[config.mk]
export PLATFORM = sky130hd
export DESIGN_NAME = priority_process_scheduler
export DESIGN_NICKNAME = d
export VERILOG_FILES = /design/src/hdl/ppsch_pkg.sv /design/src/hdl/ppsch_ram.sv /design/src/hdl/ppsch_ctrl.sv /design/src/hdl/ppsch_dp.sv /design/src/hdl/priority_process_scheduler.sv
export SDC_FILE = /design/constraint.sdc
export NUM_CORES = 2
export LEC_CHECK = 0
export BUFFER_PORTS_ARGS = -buffer_cell sky130_fd_sc_hd__clkbuf_2
export CAP_MARGIN = 15
export CORE_MARGIN = 8
export CORE_UTILIZATION = 55
export DETAILED_ROUTE_END_ITERATION = 10
export HOLD_SLACK_MARGIN = 0.06
export PLACE_DENSITY_LB_ADDON = 0.05
export SETUP_SLACK_MARGIN = 0.4
export SLEW_MARGIN = 10
export SYNTH_ARGS = -nofsm -noshare
export SYNTH_HDL_FRONTEND = slang
export SYNTH_HIERARCHICAL = 1
export SYNTH_SLANG_ARGS = --single-unit
[constraint.sdc]
create_clock -name clk_i -period 17.67 [get_ports clk_i]
set_input_delay 1.767 -clock clk_i [delete_from_list [all_inputs] [get_ports clk_i]]
set_output_delay 1.767 -clock clk_i [all_outputs]
set_load 0.01 [all_outputs]
[src/hdl/ppsch_pkg.sv]
`timescale 1ns / 1ps
`default_nettype none
// ----------------------------------------------------------------------------
// ppsch_pkg
// Shared types and constants of the priority process scheduler.
// ----------------------------------------------------------------------------
package ppsch_pkg;

  localparam int ProcessesDef = 16;
  localparam int QuantumW     = 16;
  localparam int IdW          = 16;
  localparam int TimeW        = 16;
  localparam int PrioW        = 8;
  localparam int LatW         = 32;
  localparam int SlotW        = 4;
  localparam int StatusW      = 2;
  localparam int InDataW      = 40;
  localparam int OutDataW     = 88;
  localparam int OutPadW      = OutDataW - (SlotW + IdW + 2 * TimeW + LatW + 1);

  typedef enum logic [StatusW-1:0] {
    ST_RAN   = 2'd0,
    ST_IDLE  = 2'd1,
    ST_ADDED = 2'd2,
    ST_FULL  = 2'd3
  } status_e;

  typedef enum logic [2:0] {
    S_IDLE,
    S_DISPATCH,
    S_SCAN,
    S_CALC,
    S_UPD,
    S_FIN,
    S_DONE
  } state_e;

  typedef struct packed {
    logic [LatW-1:0]  latency;
    logic [PrioW-1:0] prio;
    logic [TimeW-1:0] time_left;
    logic [IdW-1:0]   id;
  } entry_t;

  localparam int EntryW = $bits(entry_t);

  typedef struct packed {
    status_e          status;
    logic [SlotW-1:0] slot;
    logic [IdW-1:0]   out_id;
    logic [TimeW-1:0] time_used;
    logic [TimeW-1:0] time_left;
    logic [LatW-1:0]  latency;
    logic             finished;
  } res_t;

  typedef struct packed {
    logic capture;
    logic pass_clr;
    logic pass_run;
    logic upd_mode;
    logic do_add;
    logic do_calc;
    logic fin_ran;
    logic load_out;
  } cmd_t;

  typedef struct packed {
    logic is_sched;
    logic pass_end;
    logic none_found;
    logic out_busy;
  } stat_t;

endpackage
`default_nettype wire

[src/hdl/ppsch_ram.sv]
`timescale 1ns / 1ps
`default_nettype none
// ----------------------------------------------------------------------------
// ppsch_ram
// Generic simple dual-port RAM, one write port, one registered read port.
// ----------------------------------------------------------------------------
module ppsch_ram #(
  parameter int Width = 8,
  parameter int Depth = 16,
  localparam int AddrW = (Depth > 1) ? $clog2(Depth) : 1
) (
  input  wire logic             clk_i,
  input  wire logic             we_i,
  input  wire logic [AddrW-1:0] waddr_i,
  input  wire logic [Width-1:0] wdata_i,
  input  wire logic             re_i,
  input  wire logic [AddrW-1:0] raddr_i,
  output logic      [Width-1:0] rdata_o
);

  logic [Width-1:0] mem_q [Depth];
  logic [Width-1:0] rdata_q;

  always_ff @(posedge clk_i) begin
    if (we_i) begin
      mem_q[waddr_i] <= wdata_i;
    end
    if (re_i) begin
      rdata_q <= mem_q[raddr_i];
    end
  end

  assign rdata_o = rdata_q;

endmodule
`default_nettype wire

[src/hdl/ppsch_ctrl.sv]
`timescale 1ns / 1ps
`default_nettype none
// ----------------------------------------------------------------------------
// ppsch_ctrl
// Sequencer of the scheduler: decode, scan pass, update pass, result hand-off.
// ----------------------------------------------------------------------------
module ppsch_ctrl
  import ppsch_pkg::*;
(
  input  wire logic  clk_i,
  input  wire logic  rst_ni,
  input  wire logic  in_valid_i,
  output logic       in_ready_o,
  input  wire stat_t stat_i,
  output cmd_t       cmd_o
);

  state_e state_q, state_d;

  always_ff @(posedge clk_i or negedge rst_ni) begin
    if (!rst_ni) begin
      state_q <= S_IDLE;
    end else begin
      state_q <= state_d;
    end
  end

  always_comb begin
    state_d    = state_q;
    cmd_o      = '0;
    in_ready_o = 1'b0;
    unique case (state_q)
      S_IDLE: begin
        in_ready_o = 1'b1;
        if (in_valid_i) begin
          cmd_o.capture  = 1'b1;
          cmd_o.pass_clr = 1'b1;
          state_d        = S_DISPATCH;
        end
      end
      S_DISPATCH: begin
        if (stat_i.is_sched) begin
          state_d = S_SCAN;
        end else begin
          cmd_o.do_add = 1'b1;
          state_d      = S_DONE;
        end
      end
      S_SCAN: begin
        cmd_o.pass_run = 1'b1;
        if (stat_i.pass_end) begin
          state_d = S_CALC;
        end
      end
      S_CALC: begin
        cmd_o.do_calc  = 1'b1;
        cmd_o.pass_clr = 1'b1;
        state_d        = stat_i.none_found ? S_DONE : S_UPD;
      end
      S_UPD: begin
        cmd_o.pass_run = 1'b1;
        cmd_o.upd_mode = 1'b1;
        if (stat_i.pass_end) begin
          state_d = S_FIN;
        end
      end
      S_FIN: begin
        cmd_o.fin_ran = 1'b1;
        state_d       = S_DONE;
      end
      S_DONE: begin
        if (!stat_i.out_busy) begin
          cmd_o.load_out = 1'b1;
          state_d        = S_IDLE;
        end
      end
      default: begin
        state_d = S_IDLE;
      end
    endcase
  end

endmodule
`default_nettype wire

[src/hdl/ppsch_dp.sv]
`timescale 1ns / 1ps
`default_nettype none
// ----------------------------------------------------------------------------
// ppsch_dp
// Datapath: process table, scan compare, quantum arithmetic, output register.
// ----------------------------------------------------------------------------
module ppsch_dp
  import ppsch_pkg::*;
#(
  parameter int PROCESSES = ProcessesDef
) (
  input  wire logic                clk_i,
  input  wire logic                rst_ni,
  input  wire cmd_t                cmd_i,
  output stat_t                    stat_o,
  input  wire logic [InDataW-1:0]  in_data_i,
  input  wire logic                in_kind_i,
  input  wire logic                cfg_we_i,
  input  wire logic [QuantumW-1:0] cfg_wdata_i,
  input  wire logic                out_ready_i,
  output logic                     out_valid_o,
  output logic [OutDataW-1:0]      out_data_o,
  output logic [StatusW-1:0]       out_status_o
);

  localparam int AW = (PROCESSES > 1) ? $clog2(PROCESSES) : 1;
  localparam int CW = $clog2(PROCESSES + 1);

  logic [CW-1:0]       count_q, count_d;
  logic [CW-1:0]       cnt_q, cnt_d;
  logic                rd_vld_q, rd_vld_d;
  logic                out_vld_q, out_vld_d;
  logic [QuantumW-1:0] quantum_q, quantum_d;

  logic             kind_q;
  logic [IdW-1:0]   id_q;
  logic [TimeW-1:0] rt_q;
  logic [PrioW-1:0] prio_q;
  logic [AW-1:0]    rd_idx_q;
  logic [PrioW-1:0] best_q;
  logic [AW-1:0]    pos_q;
  logic [IdW-1:0]   sel_id_q;
  logic [TimeW-1:0] sel_left_q;
  logic [TimeW-1:0] used_q;
  logic [TimeW-1:0] left_new_q;
  logic [LatW-1:0]  lat_q;
  res_t             res_q, res_d;
  res_t             out_q;

  entry_t           rd_entry, upd_entry, add_entry, wr_entry;
  logic             full, issue, scan_hit, upd_we, add_we, ram_we, is_pos;
  logic [AW-1:0]    ram_waddr;
  logic [TimeW-1:0] used_c;
  logic [LatW:0]    lat_sum;
  logic [LatW-1:0]  lat_new;
  logic [AW+SlotW-1:0] cnt_slot_w, pos_slot_w;

  assign full     = (count_q == CW'(PROCESSES));
  assign issue    = cmd_i.pass_run && (cnt_q != count_q);
  assign scan_hit = cmd_i.pass_run && !cmd_i.upd_mode && rd_vld_q &&
                    (rd_entry.prio > best_q) && (rd_entry.time_left != '0);
  assign upd_we   = cmd_i.pass_run && cmd_i.upd_mode && rd_vld_q;
  assign add_we   = cmd_i.do_add && !full;
  assign ram_we   = add_we || upd_we;
  assign is_pos   = (rd_idx_q == pos_q);

  assign cnt_slot_w = {{SlotW{1'b0}}, count_q[AW-1:0]};
  assign pos_slot_w = {{SlotW{1'b0}}, pos_q};

  assign used_c  = (quantum_q < sel_left_q) ? quantum_q : sel_left_q;
  assign lat_sum = {1'b0, rd_entry.latency} + {{(LatW + 1 - TimeW){1'b0}}, used_q};
  assign lat_new = lat_sum[LatW] ? {LatW{1'b1}} : lat_sum[LatW-1:0];

  always_comb begin
    upd_entry = rd_entry;
    if (rd_entry.prio != '0) begin
      upd_entry.latency = lat_new;
    end
    if (is_pos) begin
      upd_entry.time_left = left_new_q;
      if (left_new_q == '0) begin
        upd_entry.prio = '0;
      end
    end
  end

  always_comb begin
    add_entry.latency   = '0;
    add_entry.prio      = prio_q;
    add_entry.time_left = rt_q;
    add_entry.id        = id_q;
  end

  assign wr_entry  = add_we ? add_entry : upd_entry;
  assign ram_waddr = add_we ? count_q[AW-1:0] : rd_idx_q;

  ppsch_ram #(
    .Width(EntryW),
    .Depth(PROCESSES)
  ) u_table (
    .clk_i  (clk_i),
    .we_i   (ram_we),
    .waddr_i(ram_waddr),
    .wdata_i(wr_entry),
    .re_i   (issue),
    .raddr_i(cnt_q[AW-1:0]),
    .rdata_o(rd_entry)
  );

  always_comb begin
    count_d   = add_we ? count_q + CW'(1) : count_q;
    quantum_d = cfg_we_i ? cfg_wdata_i : quantum_q;
    cnt_d     = cnt_q;
    rd_vld_d  = issue;
    if (cmd_i.pass_clr) begin
      cnt_d    = '0;
      rd_vld_d = 1'b0;
    end else if (issue) begin
      cnt_d = cnt_q + CW'(1);
    end
    out_vld_d = out_vld_q;
    if (cmd_i.load_out) begin
      out_vld_d = 1'b1;
    end else if (out_ready_i) begin
      out_vld_d = 1'b0;
    end
  end

  always_comb begin
    res_d = res_q;
    if (cmd_i.do_add) begin
      res_d        = '0;
      res_d.out_id = id_q;
      if (full) begin
        res_d.status = ST_FULL;
      end else begin
        res_d.status    = ST_ADDED;
        res_d.slot      = cnt_slot_w[SlotW-1:0];
        res_d.time_left = rt_q;
      end
    end else if (cmd_i.do_calc && (best_q == '0)) begin
      res_d        = '0;
      res_d.status = ST_IDLE;
    end else if (cmd_i.fin_ran) begin
      res_d.status    = ST_RAN;
      res_d.slot      = pos_slot_w[SlotW-1:0];
      res_d.out_id    = sel_id_q;
      res_d.time_used = used_q;
      res_d.time_left = left_new_q;
      res_d.latency   = lat_q;
      res_d.finished  = (left_new_q == '0);
    end
  end

  always_ff @(posedge clk_i or negedge rst_ni) begin
    if (!rst_ni) begin
      count_q   <= '0;
      cnt_q     <= '0;
      rd_vld_q  <= 1'b0;
      out_vld_q <= 1'b0;
      quantum_q <= QuantumW'(1);
    end else begin
      count_q   <= count_d;
      cnt_q     <= cnt_d;
      rd_vld_q  <= rd_vld_d;
      out_vld_q <= out_vld_d;
      quantum_q <= quantum_d;
    end
  end

  always_ff @(posedge clk_i) begin
    if (cmd_i.capture) begin
      kind_q <= in_kind_i;
      id_q   <= in_data_i[IdW-1:0];
      rt_q   <= in_data_i[IdW+TimeW-1:IdW];
      prio_q <= in_data_i[IdW+TimeW+PrioW-1:IdW+TimeW];
      best_q <= '0;
    end else if (scan_hit) begin
      best_q <= rd_entry.prio;
    end
    if (issue) begin
      rd_idx_q <= cnt_q[AW-1:0];
    end
    if (scan_hit) begin
      pos_q      <= rd_idx_q;
      sel_id_q   <= rd_entry.id;
      sel_left_q <= rd_entry.time_left;
    end
    if (cmd_i.do_calc) begin
      used_q     <= used_c;
      left_new_q <= sel_left_q - used_c;
    end
    if (upd_we && is_pos) begin
      lat_q <= lat_new;
    end
    res_q <= res_d;
    if (cmd_i.load_out) begin
      out_q <= res_q;
    end
  end

  assign stat_o.is_sched   = kind_q;
  assign stat_o.pass_end   = (cnt_q == count_q);
  assign stat_o.none_found = (best_q == '0);
  assign stat_o.out_busy   = out_vld_q && !out_ready_i;

  assign out_valid_o  = out_vld_q;
  assign out_status_o = out_q.status;
  assign out_data_o   = {{OutPadW{1'b0}}, out_q.finished, out_q.latency, out_q.time_left,
                         out_q.time_used, out_q.out_id, out_q.slot};

endmodule
`default_nettype wire

[src/hdl/priority_process_scheduler.sv]
`timescale 1ns / 1ps
`default_nettype none
// ----------------------------------------------------------------------------
// priority_process_scheduler
// Table of processes with a priority pick and a time quantum per step.
// ----------------------------------------------------------------------------
// Input items arrive on the s_axis group: tuser = 0 adds a process, tuser = 1
// runs one schedule step. Every item gives exactly one result item on the
// m_axis group, whose tuser carries the status code. cfg_we_i writes the
// quantum in ticks; write it only while the block is idle.
// A schedule step that runs an entry makes one pass over the table RAM to
// pick the entry and one read-modify-write pass to add the used time to the
// latency of every entry with nonzero priority; an idle step makes only the
// first pass. Each pass reads one table entry per cycle on the single RAM
// read port.
// The next item is accepted in the cycle after the result enters the output
// register, while that result still waits to be taken. If the receiver
// stalls, the finished result of the next item waits until the output
// register is free. Reset empties the table, sets the quantum to 1 and
// drops any result not yet taken.
// ----------------------------------------------------------------------------
module priority_process_scheduler
  import ppsch_pkg::*;
#(
  parameter int PROCESSES = ProcessesDef
) (
  input  wire logic                clk_i,
  input  wire logic                rst_ni,
  input  wire logic                s_axis_tvalid,
  output logic                     s_axis_tready,
  // proc_id [15:0], run_time [31:16], prio [39:32]
  input  wire logic [InDataW-1:0]  s_axis_tdata,
  // kind [0]
  input  wire logic                s_axis_tuser,
  output logic                     m_axis_tvalid,
  input  wire logic                m_axis_tready,
  // slot [3:0], out_id [19:4], time_used [35:20], time_left [51:36],
  // latency [83:52], finished [84], zero [87:85]
  output logic [OutDataW-1:0]      m_axis_tdata,
  // status [1:0]
  output logic [StatusW-1:0]       m_axis_tuser,
  input  wire logic                cfg_we_i,
  input  wire logic [QuantumW-1:0] cfg_wdata_i
);

  cmd_t  cmd;
  stat_t stat;

  ppsch_ctrl u_ctrl (
    .clk_i     (clk_i),
    .rst_ni    (rst_ni),
    .in_valid_i(s_axis_tvalid),
    .in_ready_o(s_axis_tready),
    .stat_i    (stat),
    .cmd_o     (cmd)
  );

  ppsch_dp #(
    .PROCESSES(PROCESSES)
  ) u_dp (
    .clk_i       (clk_i),
    .rst_ni      (rst_ni),
    .cmd_i       (cmd),
    .stat_o      (stat),
    .in_data_i   (s_axis_tdata),
    .in_kind_i   (s_axis_tuser),
    .cfg_we_i    (cfg_we_i),
    .cfg_wdata_i (cfg_wdata_i),
    .out_ready_i (m_axis_tready),
    .out_valid_o (m_axis_tvalid),
    .out_data_o  (m_axis_tdata),
    .out_status_o(m_axis_tuser)
  );

endmodule
`default_nettype wire

==> out/metrics.sh <==
OUTCOME='finished clean'
POST_DP_CELL_AREA_UM2=64200
DRT.ANTENNA.VIOLATING_NETS=0
CRIT_PATH_START='u_ctrl/state_q[0]'
RSZ0062_AT_GRT='no'
AREA_OF_ALL_PLACED_CELLS_WITHOUT_FILLERS_UM2=69500
VIAS=31509
CLOCK_LATENCY_REPORTED_FOR_THE_LATE_SIDE_OF_THE_WORST_SKEW_PAIR_PS=760
POST_CTS.RESIZED_INSTANCES=0
POST_DRT_VIA_CELL_RATIO=6.21
SETUP_VIOL_COUNT_FINAL=0
YS_TYPES=70
FINAL.HOLD.WORST_SLACK_PS=418
POWER_FRAC_CLOCK_PCT=27.6
TOTAL_SWITCHING_POWER_W=0.00378
P_INT_W=0.00837
MAX_SLEW.WORST_PIN.SLEW_PS=1160
HOLD_PATH_STARTPOINT='u_dp/res_q[74]'
ANTENNA_FOUND_INITIAL=4
WIRELENGTH_UM=147000
POSTSYNTH.ASYNCRESETSHARE_PCT=1.96
WORSTHOLDPATHCELLS=0
IR_DROP_mV=0.123
CORE-AREA_UM2=111000
PORT_BUFFERS=150
FLOORPLAN.INITIALDENSITY_PCT=55.5
REPORT.POWER.TOTAL_W=0.0121
MIN-DELAY-PATH-CLASS='register to register'
NUMCLOCKSINKS=1582
Y_DIMENSION_OF_THE_DIE_UM=351
NETS=3578
AREAGROWTHSYNTHTOFINISH_PCT=12.9
CRITPATHREQUIREDTIME_PS=18040
CLOCK_PIN_SLEW_ON_THE_WORST_SETUP_AND_HOLD_PATHS_PS=60
NUMCTSBUFFERS=161
PLACEMENT_ROWS=122
CTSHTREEMAXLEVEL=4
IOPINCOUNT=154
SYNTH_ENABLE_FLOP_CELLS=1494
DIEAREA_UM2=123000
GRT_START_MAX_NET_PINS=103
GRT.MET2_USAGE_PCT=37.7
CRITPATHMAXFANOUT=45
GLOBAL_ROUTE.USAGE.MET3_PCT=4.50
DRT_ITER0_MARKERS=3137
TIMING_MAX_TRANSITION_VIOLATIONS_FINAL=0
HPWL_UM=86100
FINALWORSTPATHREQUIREDPERIOD_PS=5600
TIMING.FINAL.CRIT_SHARE_PCT=31.7
GP_CONGESTION=0.916
CRIT-REG2REG-LAUNCH='u_ctrl/state_q[0]'
POWERDENSITY_nW_PER_UM2=175
CTS_HOLD_REPAIR.BUFFERS=0
TIMING.CRITICAL_PATH.TO_TYPE='register'
RELSLEWSLACK_PCT=22.1
ARRIVAL_PS=5970
YS_FF_LATCH=1582
TRACK_USAGE_PCT=23.9
GRT.MET1_USAGE_PCT=35.1
ROUTED_WIRE_LENGTH_PER_INSTANCE_UM=28.9
SYNTH_AREA_UM2=61500
CTS_TREE='built'
CTS.PATH.MAX_BUFFERS=3
LEAKAGEPOWER_nW=23.0
POWER.SHARE.COMBINATIONAL_PCT=26.1
DRIVE_ABOVE_1_SHARE_PCT=23.2
DRC=0
COUNT_OF_WARNINGS_EMITTED_BY_YOSYS=6
GRT-OVFL-TOTAL=0
CRITICAL_PATH_CLASS='register to register'
FINAL_HOLD_VIOL_COUNT=0
AVGSYNTHCELLAREA_UM2=19.1
FMAX_MHz=179
VIA_COUNT_OF_THE_FIRST_GLOBAL_ROUTING_PASS=32170
SETUP_TOTAL_NEGATIVE_SLACK_PS=0
LAYER_WITH_THE_HIGHEST_USAGE_AFTER_GLOBAL_ROUTING='met2'
P_SW_SHARE_PCT=31.1
GRT_PASS1_WL_UM=216000
FRACTION_OF_THE_YOSYS_AREA_TAKEN_BY_SEQUENTIAL_CELLS_PCT=76.0
SETUP.WORST_PATH.START_CLASS='register'
CTS_ROOT_BUFFER='clkbuf_16'
CTS_SETUP_BUFFERS=0
SEQPWRFRAC_PCT=46.3
CHIPWIDTH_UM=351
R2R.WORST_PATH.CELLS=8
SYNTHCELLS=3215
YS_DOMINANT_REG_CELL='edfxtp_1'
DRT_PRE_ANTENNA_ITERS=6
CAP_VIOLATIONS=0
FINAL.SETUP_SKEW_PS=25.5
POST-ROUTE-UTIL_PCT=62.7
## power groups by stage
stage,combinational [W],sequential (W),clock (W)
floorplan,0.00206,0.00558,0
detailed placement,0.00315,0.00571,0
global route,0.00345,0.00567,0.00354
global placement,0.00305,0.00569,0
CTS,0.00316,0.00563,0.00341
finish,0.00317,0.00563,0.00335
## worst paths after layout
kind | end | slack [ps]
setup / recovery | u_dp/u_table/mem_q[7][64] | 12070
hold / removal | u_dp/out_data_o[13] | 420
setup reg to reg | u_dp/u_table/mem_q[7][64] | 12070
hold reg to reg | u_dp/out_data_o[13] | 420
max in group asynchronous | u_dp/cnt_q[0] | 15790
min in group asynchronous | u_dp/out_valid_o | 1160
## logic make-up after synthesis
family | after synthesis | synth area share [%]
AOI/OAI and AO/OA | 395 | 4.45
xor gates and xnor gates | 47 | 0.669
adders and majority gates | 53 | 1.10
buffers and inverters | 219 | 1.78
DFF | 1582 | 76.0
muxes | 381 | 12.1
other | 1 | 0.00609
and+or+nand+nor | 537 | 3.90
## per-stage QoR
stage	worst slack [ps]	std cells
floorplan	10110	3217
global placement	12280	4786
detailed placement	12100	4787
CTS	12050	5073
global route	11750	5075
finish	12070	5076
## placed cells by master (no fill, tap or decap), drive strengths merged, types with 8 or more instances in the layout
cell    netlist  layout
mux2i        78      78
edfxtp     1494    1494
inv          56      62
a31oi        19      19
xor2         20      20
a22o         28      28
nor2        140     140
mux2         15      15
nor2b        17      17
dfxtp        57      57
a21oi        53      53
a211oi       20      20
and3         11      11
and2         12      12
nand3        22      22
clkinv        0      59
nand4        22      22
nand2b       10      10
nor4         10      10
bufinv        0      15
ha           50      50
buf          68      96
mux4        288     288
o21a          8       8
nand2       252     252
xnor2        27      27
a22oi       144     144
a21o         14      14
o21ai        69      69
clkbuf       95     352
nor3         23      23
a311oi        8       8
dfrtp        30      30
## final cells by class
| class | count | area [um^2] |
|---|---|---|
| antenna | 1 | 2.50 |
| clock buffer | 201 | 4340 |
| clock inverter | 85 | 878 |
| fill | 7759 | 41300 |
| inverter | 56 | 210 |
| multi-input combinational | 1416 | 13900 |
| sequential | 1582 | 46800 |
| tap | 1488 | 1860 |
| timing repair buffer | 247 | 1510 |
## worst max-delay path: stages, from the launching register on
cell     delay, ps
dfrtp_1        690
nor4b_4        290
buf_4          410
o31ai_4        340
buf_4          350
o21ai_0        780
nand2_1        480
nor2_4         940
buf_4          850
## cells in the mapped netlist, types with 27 or more instances
cell type,n,area [um^2]
edfxtp_1,1494,44900
mux4_2,288,6490
nand2_1,251,942
a22oi_1,144,1080
nor2_1,139,522
clkbuf_1,95,357
mux2i_1,78,781
o21ai_0,66,330
dfxtp_1,57,1140
inv_1,56,210
a21oi_1,53,265
ha_1,50,626
dfrtp_1,30,751
a22o_1,28,245
xnor2_1,27,236
## flip-flops by register name (all words and copies together), names as in the netlist, 5 cells and up
register / flops
u_dp/u_table/mem_q: 1152
u_dp/res_q: 87
u_dp/out_data_o: 85
u_dp/u_table/rdata_o: 72
u_dp/lat_q: 32
u_dp/id_q: 16
u_dp/left_new_q: 16
u_dp/quantum_q: 16
u_dp/rt_q: 16
u_dp/sel_id_q: 16
u_dp/sel_left_q: 16
u_dp/used_q: 16
u_dp/best_q: 8
u_dp/prio_q: 8
u_dp/cnt_q: 5
u_dp/count_q: 5
## routing by layer
metal / vias up / share of wire [%]
li1: 13471 / -
met1: 16518 / 43
met4: 0 / 1.9
met2: 1328 / 47
met5: - / 0
met3: 192 / 8.3
No activity file was read; power rests on OpenSTA's default activity.
